[src/rtl/cbs_pkg.sv]
`timescale 1ns / 1ps
`default_nettype none
// ----------------------------------------------------------------------------
// cbs_pkg
// Shared widths, defaults, register indexes and the control/status bundles
// between the cell balance selector controller and datapath.
// ----------------------------------------------------------------------------
package cbs_pkg;

	localparam int MV_W          = 16;
	localparam int GROUP_IDX_W   = 2;
	localparam int MASK_W        = 5;
	localparam int CFG_IDX_W     = 1;

	localparam int DEF_CELLS_PER_GROUP = 5;
	localparam int DEF_GROUP_COUNT     = 3;

	localparam logic [CFG_IDX_W-1:0] REG_BALANCE_OFFSET = 1'b0;
	localparam logic [CFG_IDX_W-1:0] REG_BALANCE_FLOOR  = 1'b1;

	typedef struct packed {
		logic load;
		logic prep;
		logic grp_init;
		logic pass_init;
		logic scan;
		logic decide;
		logic next_group;
	} cbs_cmd_t;

	typedef struct packed {
		logic pack_last;
		logic scan_end;
		logic found;
		logic last_group;
	} cbs_status_t;

endpackage

`default_nettype wire

[src/rtl/cbs_ctrl.sv]
`timescale 1ns / 1ps
`default_nettype none
// ----------------------------------------------------------------------------
// cbs_ctrl
// Sequencer: collects cells, then walks groups, selection passes and the
// per-pass scan over the cell memory, and hands each group mask out.
// ----------------------------------------------------------------------------
module cbs_ctrl (
	input  wire                  clk,
	input  wire                  arst_n,
	input  wire                  in_valid,
	output logic                 in_stall,
	output logic                 out_valid,
	input  wire                  out_stall,
	input  cbs_pkg::cbs_status_t status,
	output cbs_pkg::cbs_cmd_t    cmd
);

	typedef enum logic [6:0] {
		ST_COLLECT = 7'b0000001,
		ST_PREP    = 7'b0000010,
		ST_GRP     = 7'b0000100,
		ST_PASS    = 7'b0001000,
		ST_SCAN    = 7'b0010000,
		ST_DECIDE  = 7'b0100000,
		ST_EMIT    = 7'b1000000
	} state_t;

	state_t state_q, state_d;

	always_ff @(posedge clk or negedge arst_n) begin
		if (!arst_n) begin
			state_q <= ST_COLLECT;
		end else begin
			state_q <= state_d;
		end
	end

	always_comb begin
		state_d = state_q;
		cmd     = '0;
		case (state_q)
			ST_COLLECT: begin
				cmd.load = in_valid;
				if (in_valid && status.pack_last) begin
					state_d = ST_PREP;
				end
			end
			ST_PREP: begin
				cmd.prep = 1'b1;
				state_d  = ST_GRP;
			end
			ST_GRP: begin
				cmd.grp_init = 1'b1;
				state_d      = ST_PASS;
			end
			ST_PASS: begin
				cmd.pass_init = 1'b1;
				state_d       = ST_SCAN;
			end
			ST_SCAN: begin
				cmd.scan = 1'b1;
				// last compare lands on this edge
				if (status.scan_end) begin
					state_d = ST_DECIDE;
				end
			end
			ST_DECIDE: begin
				if (status.found) begin
					cmd.decide = 1'b1;
					state_d    = ST_PASS;
				end else begin
					state_d = ST_EMIT;
				end
			end
			ST_EMIT: begin
				if (!out_stall) begin
					cmd.next_group = 1'b1;
					state_d        = status.last_group ? ST_COLLECT : ST_GRP;
				end
			end
			default: begin
				state_d = ST_COLLECT;
			end
		endcase
	end

	assign in_stall  = (state_q != ST_COLLECT);
	assign out_valid = (state_q == ST_EMIT);

endmodule

`default_nettype wire

[src/rtl/cbs_datapath.sv]
`timescale 1ns / 1ps
`default_nettype none
// ----------------------------------------------------------------------------
// cbs_datapath
// Cell memory, running pack min/max, config registers, one-cell-per-cycle
// scan for the highest free cell, exclusion vector and group mask.
// ----------------------------------------------------------------------------
module cbs_datapath #(
	parameter int CELLS_PER_GROUP = cbs_pkg::DEF_CELLS_PER_GROUP,
	parameter int GROUP_COUNT     = cbs_pkg::DEF_GROUP_COUNT
) (
	input  wire                                clk,
	input  wire                                arst_n,
	input  cbs_pkg::cbs_cmd_t                  cmd,
	output cbs_pkg::cbs_status_t               status,
	input  wire  [cbs_pkg::MV_W-1:0]           cell_mv,
	input  wire                                cfg_we,
	input  wire  [cbs_pkg::CFG_IDX_W-1:0]      cfg_index,
	input  wire  [cbs_pkg::MV_W-1:0]           cfg_data,
	output logic [cbs_pkg::GROUP_IDX_W-1:0]    group_id,
	output logic [cbs_pkg::MASK_W-1:0]         balance_mask,
	output logic [cbs_pkg::MV_W-1:0]           pack_min_mv,
	output logic [cbs_pkg::MV_W-1:0]           pack_max_mv,
	output logic                               balance_done,
	output logic                               last_group
);

	localparam int TOTAL = CELLS_PER_GROUP * GROUP_COUNT;
	localparam int AW    = (TOTAL > 1) ? $clog2(TOTAL) : 1;
	localparam int PW    = $clog2(CELLS_PER_GROUP);
	localparam int KW    = $clog2(CELLS_PER_GROUP + 1);
	localparam int GW    = (GROUP_COUNT > 1) ? $clog2(GROUP_COUNT) : 1;
	localparam int MV    = cbs_pkg::MV_W;

	logic [MV-1:0]              mem [TOTAL];
	logic [AW-1:0]              wr_ptr_q;
	logic [MV-1:0]              min_q, max_q;
	logic [MV-1:0]              offset_q, floor_q;
	logic [MV:0]                mpo_q;
	logic                       done_q;
	logic [GW-1:0]              group_q;
	logic [AW-1:0]              base_q;
	logic [KW-1:0]              k_q;
	logic [AW-1:0]              rd_addr;
	logic [MV-1:0]              rd_data_s1;
	logic [PW-1:0]              rd_pos_s1;
	logic                       rd_vld_s1;
	logic                       found_q;
	logic [MV-1:0]              best_mv_q;
	logic [PW-1:0]              best_pos_q;
	logic [CELLS_PER_GROUP-1:0] excl_q, excl_next;
	logic [CELLS_PER_GROUP-1:0] mask_q;
	logic                       read_en;
	logic [7:0]                 grp_wide, mask_wide;
	logic [MV-1:0]              min_next, max_next;

	// config registers
	always_ff @(posedge clk or negedge arst_n) begin
		if (!arst_n) begin
			offset_q <= '0;
			floor_q  <= '0;
		end else if (cfg_we) begin
			case (cfg_index)
				cbs_pkg::REG_BALANCE_OFFSET: offset_q <= cfg_data;
				cbs_pkg::REG_BALANCE_FLOOR:  floor_q  <= cfg_data;
				default: ;
			endcase
		end
	end

	// cell memory: write on input transfer, registered read during scan
	assign read_en = cmd.scan && (k_q < KW'(CELLS_PER_GROUP));
	assign rd_addr = base_q + AW'(k_q[PW-1:0]);

	always_ff @(posedge clk) begin
		if (cmd.load) begin
			mem[wr_ptr_q] <= cell_mv;
		end
		if (read_en) begin
			rd_data_s1 <= mem[rd_addr];
		end
		rd_pos_s1 <= k_q[PW-1:0];
	end

	assign min_next = (wr_ptr_q == '0 || cell_mv < min_q) ? cell_mv : min_q;
	assign max_next = (wr_ptr_q == '0 || cell_mv > max_q) ? cell_mv : max_q;

	always_ff @(posedge clk or negedge arst_n) begin
		if (!arst_n) begin
			wr_ptr_q <= '0;
		end else if (cmd.load) begin
			wr_ptr_q <= (wr_ptr_q == AW'(TOTAL - 1)) ? '0 : wr_ptr_q + 1'b1;
		end
	end

	always_ff @(posedge clk) begin
		if (cmd.load) begin
			min_q <= min_next;
			max_q <= max_next;
		end
		if (cmd.prep) begin
			mpo_q  <= {1'b0, min_q} + {1'b0, offset_q};
			done_q <= (max_q < floor_q) || ({1'b0, max_q} < ({1'b0, min_q} + {1'b0, offset_q}));
		end
	end

	// group walk
	always_ff @(posedge clk or negedge arst_n) begin
		if (!arst_n) begin
			group_q <= '0;
			base_q  <= '0;
		end else if (cmd.prep) begin
			group_q <= '0;
			base_q  <= '0;
		end else if (cmd.next_group) begin
			group_q <= group_q + 1'b1;
			base_q  <= base_q + AW'(CELLS_PER_GROUP);
		end
	end

	// scan counter and compare stage
	always_ff @(posedge clk or negedge arst_n) begin
		if (!arst_n) begin
			k_q       <= '0;
			rd_vld_s1 <= 1'b0;
			found_q   <= 1'b0;
		end else begin
			rd_vld_s1 <= read_en;
			if (cmd.pass_init) begin
				k_q     <= '0;
				found_q <= 1'b0;
			end else begin
				if (read_en) begin
					k_q <= k_q + 1'b1;
				end
				if (rd_vld_s1 && !excl_q[rd_pos_s1] &&
					(!found_q || rd_data_s1 > best_mv_q)) begin
					found_q <= 1'b1;
				end
			end
		end
	end

	// strict greater keeps the earlier cell on a tie
	always_ff @(posedge clk) begin
		if (!cmd.pass_init && rd_vld_s1 && !excl_q[rd_pos_s1] &&
			(!found_q || rd_data_s1 > best_mv_q)) begin
			best_mv_q  <= rd_data_s1;
			best_pos_q <= rd_pos_s1;
		end
	end

	// picked cell and its in-group neighbors
	always_comb begin
		for (int i = 0; i < CELLS_PER_GROUP; i++) begin
			excl_next[i] = excl_q[i] ||
				({1'b0, best_pos_q} == (PW+1)'(i)) ||
				(({1'b0, best_pos_q} + 1'b1) == (PW+1)'(i)) ||
				({1'b0, best_pos_q} == (PW+1)'(i + 1));
		end
	end

	always_ff @(posedge clk) begin
		if (cmd.grp_init) begin
			excl_q <= '0;
			mask_q <= '0;
		end else if (cmd.decide) begin
			excl_q <= excl_next;
			if (({1'b0, best_mv_q} > mpo_q) && (best_mv_q > floor_q)) begin
				mask_q[best_pos_q] <= 1'b1;
			end
		end
	end

	assign status.pack_last  = (wr_ptr_q == AW'(TOTAL - 1));
	assign status.scan_end   = (k_q == KW'(CELLS_PER_GROUP));
	assign status.found      = found_q;
	assign status.last_group = (group_q == GW'(GROUP_COUNT - 1));

	assign grp_wide     = 8'(group_q);
	assign mask_wide    = 8'(mask_q);
	assign group_id     = grp_wide[cbs_pkg::GROUP_IDX_W-1:0];
	assign balance_mask = mask_wide[cbs_pkg::MASK_W-1:0];
	assign pack_min_mv  = min_q;
	assign pack_max_mv  = max_q;
	assign balance_done = done_q;
	assign last_group   = status.last_group;

endmodule

`default_nettype wire

[src/rtl/cell_balance_selector.sv]
// cells are taken one per cycle; the pack's last cell is followed by a prep step, then
// per group a group init, one pass (pass init, scan, decide) per pick plus a final pass
//   that finds no cell, and the mask transfer; each pass reads one cell from memory per cycle
// no new cell is taken until the last group mask of the pack has transferred
// asynchronous active-low reset clears control state and both config registers
`timescale 1ns / 1ps
`default_nettype none
// ----------------------------------------------------------------------------
// cell_balance_selector
// Collects a pack of cell voltages and emits one balancing mask per group of
// adjacent cells, with pack min/max and a balancing-complete flag.
// ----------------------------------------------------------------------------
module cell_balance_selector #(
	parameter int CELLS_PER_GROUP = cbs_pkg::DEF_CELLS_PER_GROUP,
	parameter int GROUP_COUNT     = cbs_pkg::DEF_GROUP_COUNT
) (
	input  wire                                clk,
	input  wire                                arst_n,
	input  wire                                in_valid,
	output logic                               in_stall,
	input  wire  [cbs_pkg::MV_W-1:0]           cell_mv,
	output logic                               out_valid,
	input  wire                                out_stall,
	output logic [cbs_pkg::GROUP_IDX_W-1:0]    group_id,
	output logic [cbs_pkg::MASK_W-1:0]         balance_mask,
	output logic [cbs_pkg::MV_W-1:0]           pack_min_mv,
	output logic [cbs_pkg::MV_W-1:0]           pack_max_mv,
	output logic                               balance_done,
	output logic                               last_group,
	input  wire                                cfg_we,
	input  wire  [cbs_pkg::CFG_IDX_W-1:0]      cfg_index,
	input  wire  [cbs_pkg::MV_W-1:0]           cfg_data
);

	cbs_pkg::cbs_cmd_t    cmd;
	cbs_pkg::cbs_status_t status;

	cbs_ctrl u_ctrl (
		.clk       (clk),
		.arst_n    (arst_n),
		.in_valid  (in_valid),
		.in_stall  (in_stall),
		.out_valid (out_valid),
		.out_stall (out_stall),
		.status    (status),
		.cmd       (cmd)
	);

	cbs_datapath #(
		.CELLS_PER_GROUP (CELLS_PER_GROUP),
		.GROUP_COUNT     (GROUP_COUNT)
	) u_datapath (
		.clk          (clk),
		.arst_n       (arst_n),
		.cmd          (cmd),
		.status       (status),
		.cell_mv      (cell_mv),
		.cfg_we       (cfg_we),
		.cfg_index    (cfg_index),
		.cfg_data     (cfg_data),
		.group_id     (group_id),
		.balance_mask (balance_mask),
		.pack_min_mv  (pack_min_mv),
		.pack_max_mv  (pack_max_mv),
		.balance_done (balance_done),
		.last_group   (last_group)
	);

endmodule

`default_nettype wire

[config.mk]
export PLATFORM = sky130hd
export DESIGN_NAME = cell_balance_selector
export DESIGN_NICKNAME = d
export VERILOG_FILES = /design/src/rtl/cbs_pkg.sv /design/src/rtl/cbs_ctrl.sv /design/src/rtl/cbs_datapath.sv /design/src/rtl/cell_balance_selector.sv
export SDC_FILE = /design/constraint.sdc
export NUM_CORES = 1
export LEC_CHECK = 0
export BUFFER_PORTS_ARGS = -buffer_cell sky130_fd_sc_hd__buf_2
export CELL_PAD_IN_SITES_DETAIL_PLACEMENT = 0
export CELL_PAD_IN_SITES_GLOBAL_PLACEMENT = 2
export CORE_ASPECT_RATIO = 1.75
export CORE_MARGIN = 4
export CORE_UTILIZATION = 40
export DETAILED_ROUTE_END_ITERATION = 6
export PLACE_DENSITY_LB_ADDON = 0.1
export REMOVE_ABC_BUFFERS = 1
export SYNTH_ARGS = -nofsm -noshare
export SYNTH_HDL_FRONTEND = slang
export SYNTH_SLANG_ARGS = --single-unit
[constraint.sdc]
create_clock -name clk -period 7.4 [get_ports clk]
set_input_delay 1.11 -clock clk [delete_from_list [all_inputs] [get_ports clk]]
set_output_delay 1.11 -clock clk [all_outputs]
set_load 0.05 [all_outputs]
==> results.cfg <==
[sta]
fmax_mhz = 233
min_period_ps = 4290
fin_worst_skew_ps = 21.0
drv_slew = 0
fin_crit_sh = 0.580
rsz0062_at_grt = no
final_hold_viol_count = 0
worst_pin_slew_ps = 1100
setup_viol = 0
slew_headroom = 0.266
tns_ps = 0

[logic_synthesis]
yosysTopAreaCell = edfxtp_1
synth_edf_count = 325
synth_top_area_share = 0.533
yosysWarnings = 0
ys_seq_area_frac = 0.622
yosys-top-cells-area = edfxtp_1 53%, ha_1 9.1%, dfrtp_1 7.2%
ys_types = 70
synth_commonest_cells = 325 x edfxtp_1, 133 x ha_1, 108 x inv_1
synthArstFlopShare = 0.138
synth_area_sq_mm = 0.0183
yosysMostFrequentCell = edfxtp_1
synth_ff_type = edfxtp_1
synth-seq-cells = 392
syn-instance-count = 1264
syn_avg_cell_area_sq_um = 14.5

[setup_path]
cp_max_fo = 3
cp_slowest_stage_delay_ps = 440
cpMaxStageDelayCell = fa_1
critPathRequiredTime_ps = 7680
crit_path_end_kind = flop
path_cells = ha_1, fa_1, a211o_1, o211ai_1, o21ai_0, a211oi_1, o21bai_1, xnor2_1, ha_1, and4_1, and4_1, o311ai_0, a21oi_1, a211oi_1, a2111o_1
critPathLaunchType = flop
crit_buf_inv = 0
crit_arrival_ps = 4570
criticalPathCategory = flop to flop
critPathTopFamily = compound AO/OA/AOI/OAI gates

[clock_network]
hold_buffers = 0
path_clk_slew_ps = 60
h-tree-depth = 2
cts_inserted_buffers = 40
cts_resized = 0
root_buffer = clkbuf_16
cts_tree = built
cts_max_path_buffers = 3
clock_sinks = 392
post-cts-setup-buffer-count = 0
clk_latency_ps = 540

[finish]
stdcell_count = 1973
area_growth_pct = 13.4
finish.utilization = 0.459
drive_gt1_frac = 0.191
regArea_sq_mm = 0.0114
num-fill-cells = 4100
diodes = 0
final_nets = 1540
multi_input_area_sq_mm = 0.00636

[placement]
io_buffers = 80
dp_cells = 1902
post-dp-hpwl_mm = 34.3
gp_congestion = 0.811

[power_and_ir_drop]
p_per_area_mw_per_mm2 = 314
p_int_mw = 4.47
switching_share = 0.314
max-vdd-ir-drop_uv = 185
power_leakage_nw = 7.96
switchingPower_mw = 2.04
pwr-share-clk = 0.314
seq_power_share = 0.431
combPwrFrac = 0.255

[grt]
grt_max_degree = 73
track_usage = 0.191
grt_pass1_wl_mm = 70.8
grt_overflow = 0
grt_pass1_vias = 11600
antenna_found_initial = 0

[drt]
drc = 0
initialDrtViolationCount = 470
drt-wirelength-per-cell_um = 23.5
ant_nets = 0
via_per_inst = 5.32
wl_mm = 46.4
vias = 10500
drt_first_pass_iters = 5

[floorplanning]
die_x_um = 170
fp.dieH_um = 291
ios = 81
num_rows = 103
die_area_sq_mm = 0.0494
core_area_sq_mm = 0.0452
start_util = 0.405

[flow_run]
maxCapViolCount = 0

[run_status]
outcome = complete, no violations

[worst_hold_path]
hp-class = flop to flop
-- layer usage --
metal | up-vias | share of wire | global-route usage | routed length [um]
met5 | - | 0 | 0 | 0
met4 | 0 | 0.032 | 0.0613 | 1490
met3 | 74 | 0.030 | 0.0219 | 1370
met2 | 163 | 0.59 | 0.385 | 27200
met1 | 5213 | 0.35 | 0.201 | 16300
li1 | 5044 | - | - | -
-- final timing paths --
kind                       depth (start not counted)                  endpoint  slack [ps]                 startpoint
setup / recovery                                  15   u_datapath.balance_done        3110  u_datapath.pack_min_mv[0]
hold / removal                                     0  u_datapath.best_mv_q[12]         450  u_datapath.rd_data_s1[12]
setup reg to reg                                  15   u_datapath.balance_done        3110  u_datapath.pack_min_mv[0]
hold reg to reg                                    0  u_datapath.best_mv_q[12]         450  u_datapath.rd_data_s1[12]
max in group asynchronous                          2     u_datapath.floor_q[0]        6090                     arst_n
min in group asynchronous                          2    u_datapath.floor_q[10]         740                     arst_n
-- worst reg2reg max path: cells and delay by family (launching register included) --
kind / cells / cell delay (ps)
xor gates and xnor gates: 1 / 150
DFF: 1 / 420
and+or+nand+nor: 2 / 420
AOI/OAI and AO/OA: 9 / 2050
adders and majority gates: 3 / 1000
-- power by group through the flow --
stage	combinational, mW	sequential (mW)	clock, mW
after global placement	1.69	2.85	0
after detailed placement	1.70	2.86	0
final	1.66	2.81	2.04
after CTS	1.71	2.81	2.11
after global routing	1.86	2.83	2.20
after floorplan	1.09	2.91	0
-- state kept, by name (all words and copies together) (netlist names), 7 cells and up --
| register | flops |
|---|---|
| u_datapath.mem | 240 |
| u_datapath.mpo_q | 17 |
| u_datapath.best_mv_q | 16 |
| u_datapath.floor_q | 16 |
| u_datapath.offset_q | 16 |
| u_datapath.pack_max_mv | 16 |
| u_datapath.pack_min_mv | 16 |
| u_datapath.rd_data_s1 | 16 |
| u_ctrl.state_q | 7 |
-- area by class of cell --
cell class | instances | area share
tap | 577 | 0.0348
sequential | 392 | 0.548
multi-input combinational | 722 | 0.307
clock buffer | 48 | 0.0537
timing repair buffer | 103 | 0.0276
inverter | 108 | 0.0195
clock inverter | 23 | 0.00983
-- logic make-up (layout without fill, tap and decap cells) --
logic type / Yosys count / after routing / share of synthesized area
AO/OA/AOI/OAI: 240 / 240 / 0.0824
multiplexers: 99 / 99 / 0.0903
flip-flops: 392 / 392 / 0.622
adder cells (fa/ha/maj): 135 / 135 / 0.0931
AND/OR/NAND/NOR: 224 / 224 / 0.0666
XOR/XNOR: 24 / 24 / 0.0119
buffers and inverters: 150 / 282 / 0.0341
-- cell usage in the layout, fill, tap and decap left out, drive strengths merged, types with 13 or more instances in the layout --
master and n:
nand3 22, mux4 49, buf 103, nand2 31, mux2 33, ha 133, inv 110, dfrtp 53
nand4 24, a21o 24, o21ai 39, nor2b 25, edfxtp 325, nor3 18, dfxtp 13, clkinv 17
a21oi 93, nor2 58, a211oi 43, mux2i 17, xor2 13, clkbuf 48
-- stage by stage --
step	setup WS (ps)	area, sq um	hold slack [ps]	power, mW
3_3_place_gp	3150	19400	441	4.54
5_1_grt	2870	20800	474	6.88
3_5_place_dp	3080	19400	441	4.56
4_1_cts	3070	20800	443	6.63
2_1_floorplan	3040	18100	422	4.00
6_report	3110	20800	448	6.51
Note: power is estimated with default switching activity, not from simulation.
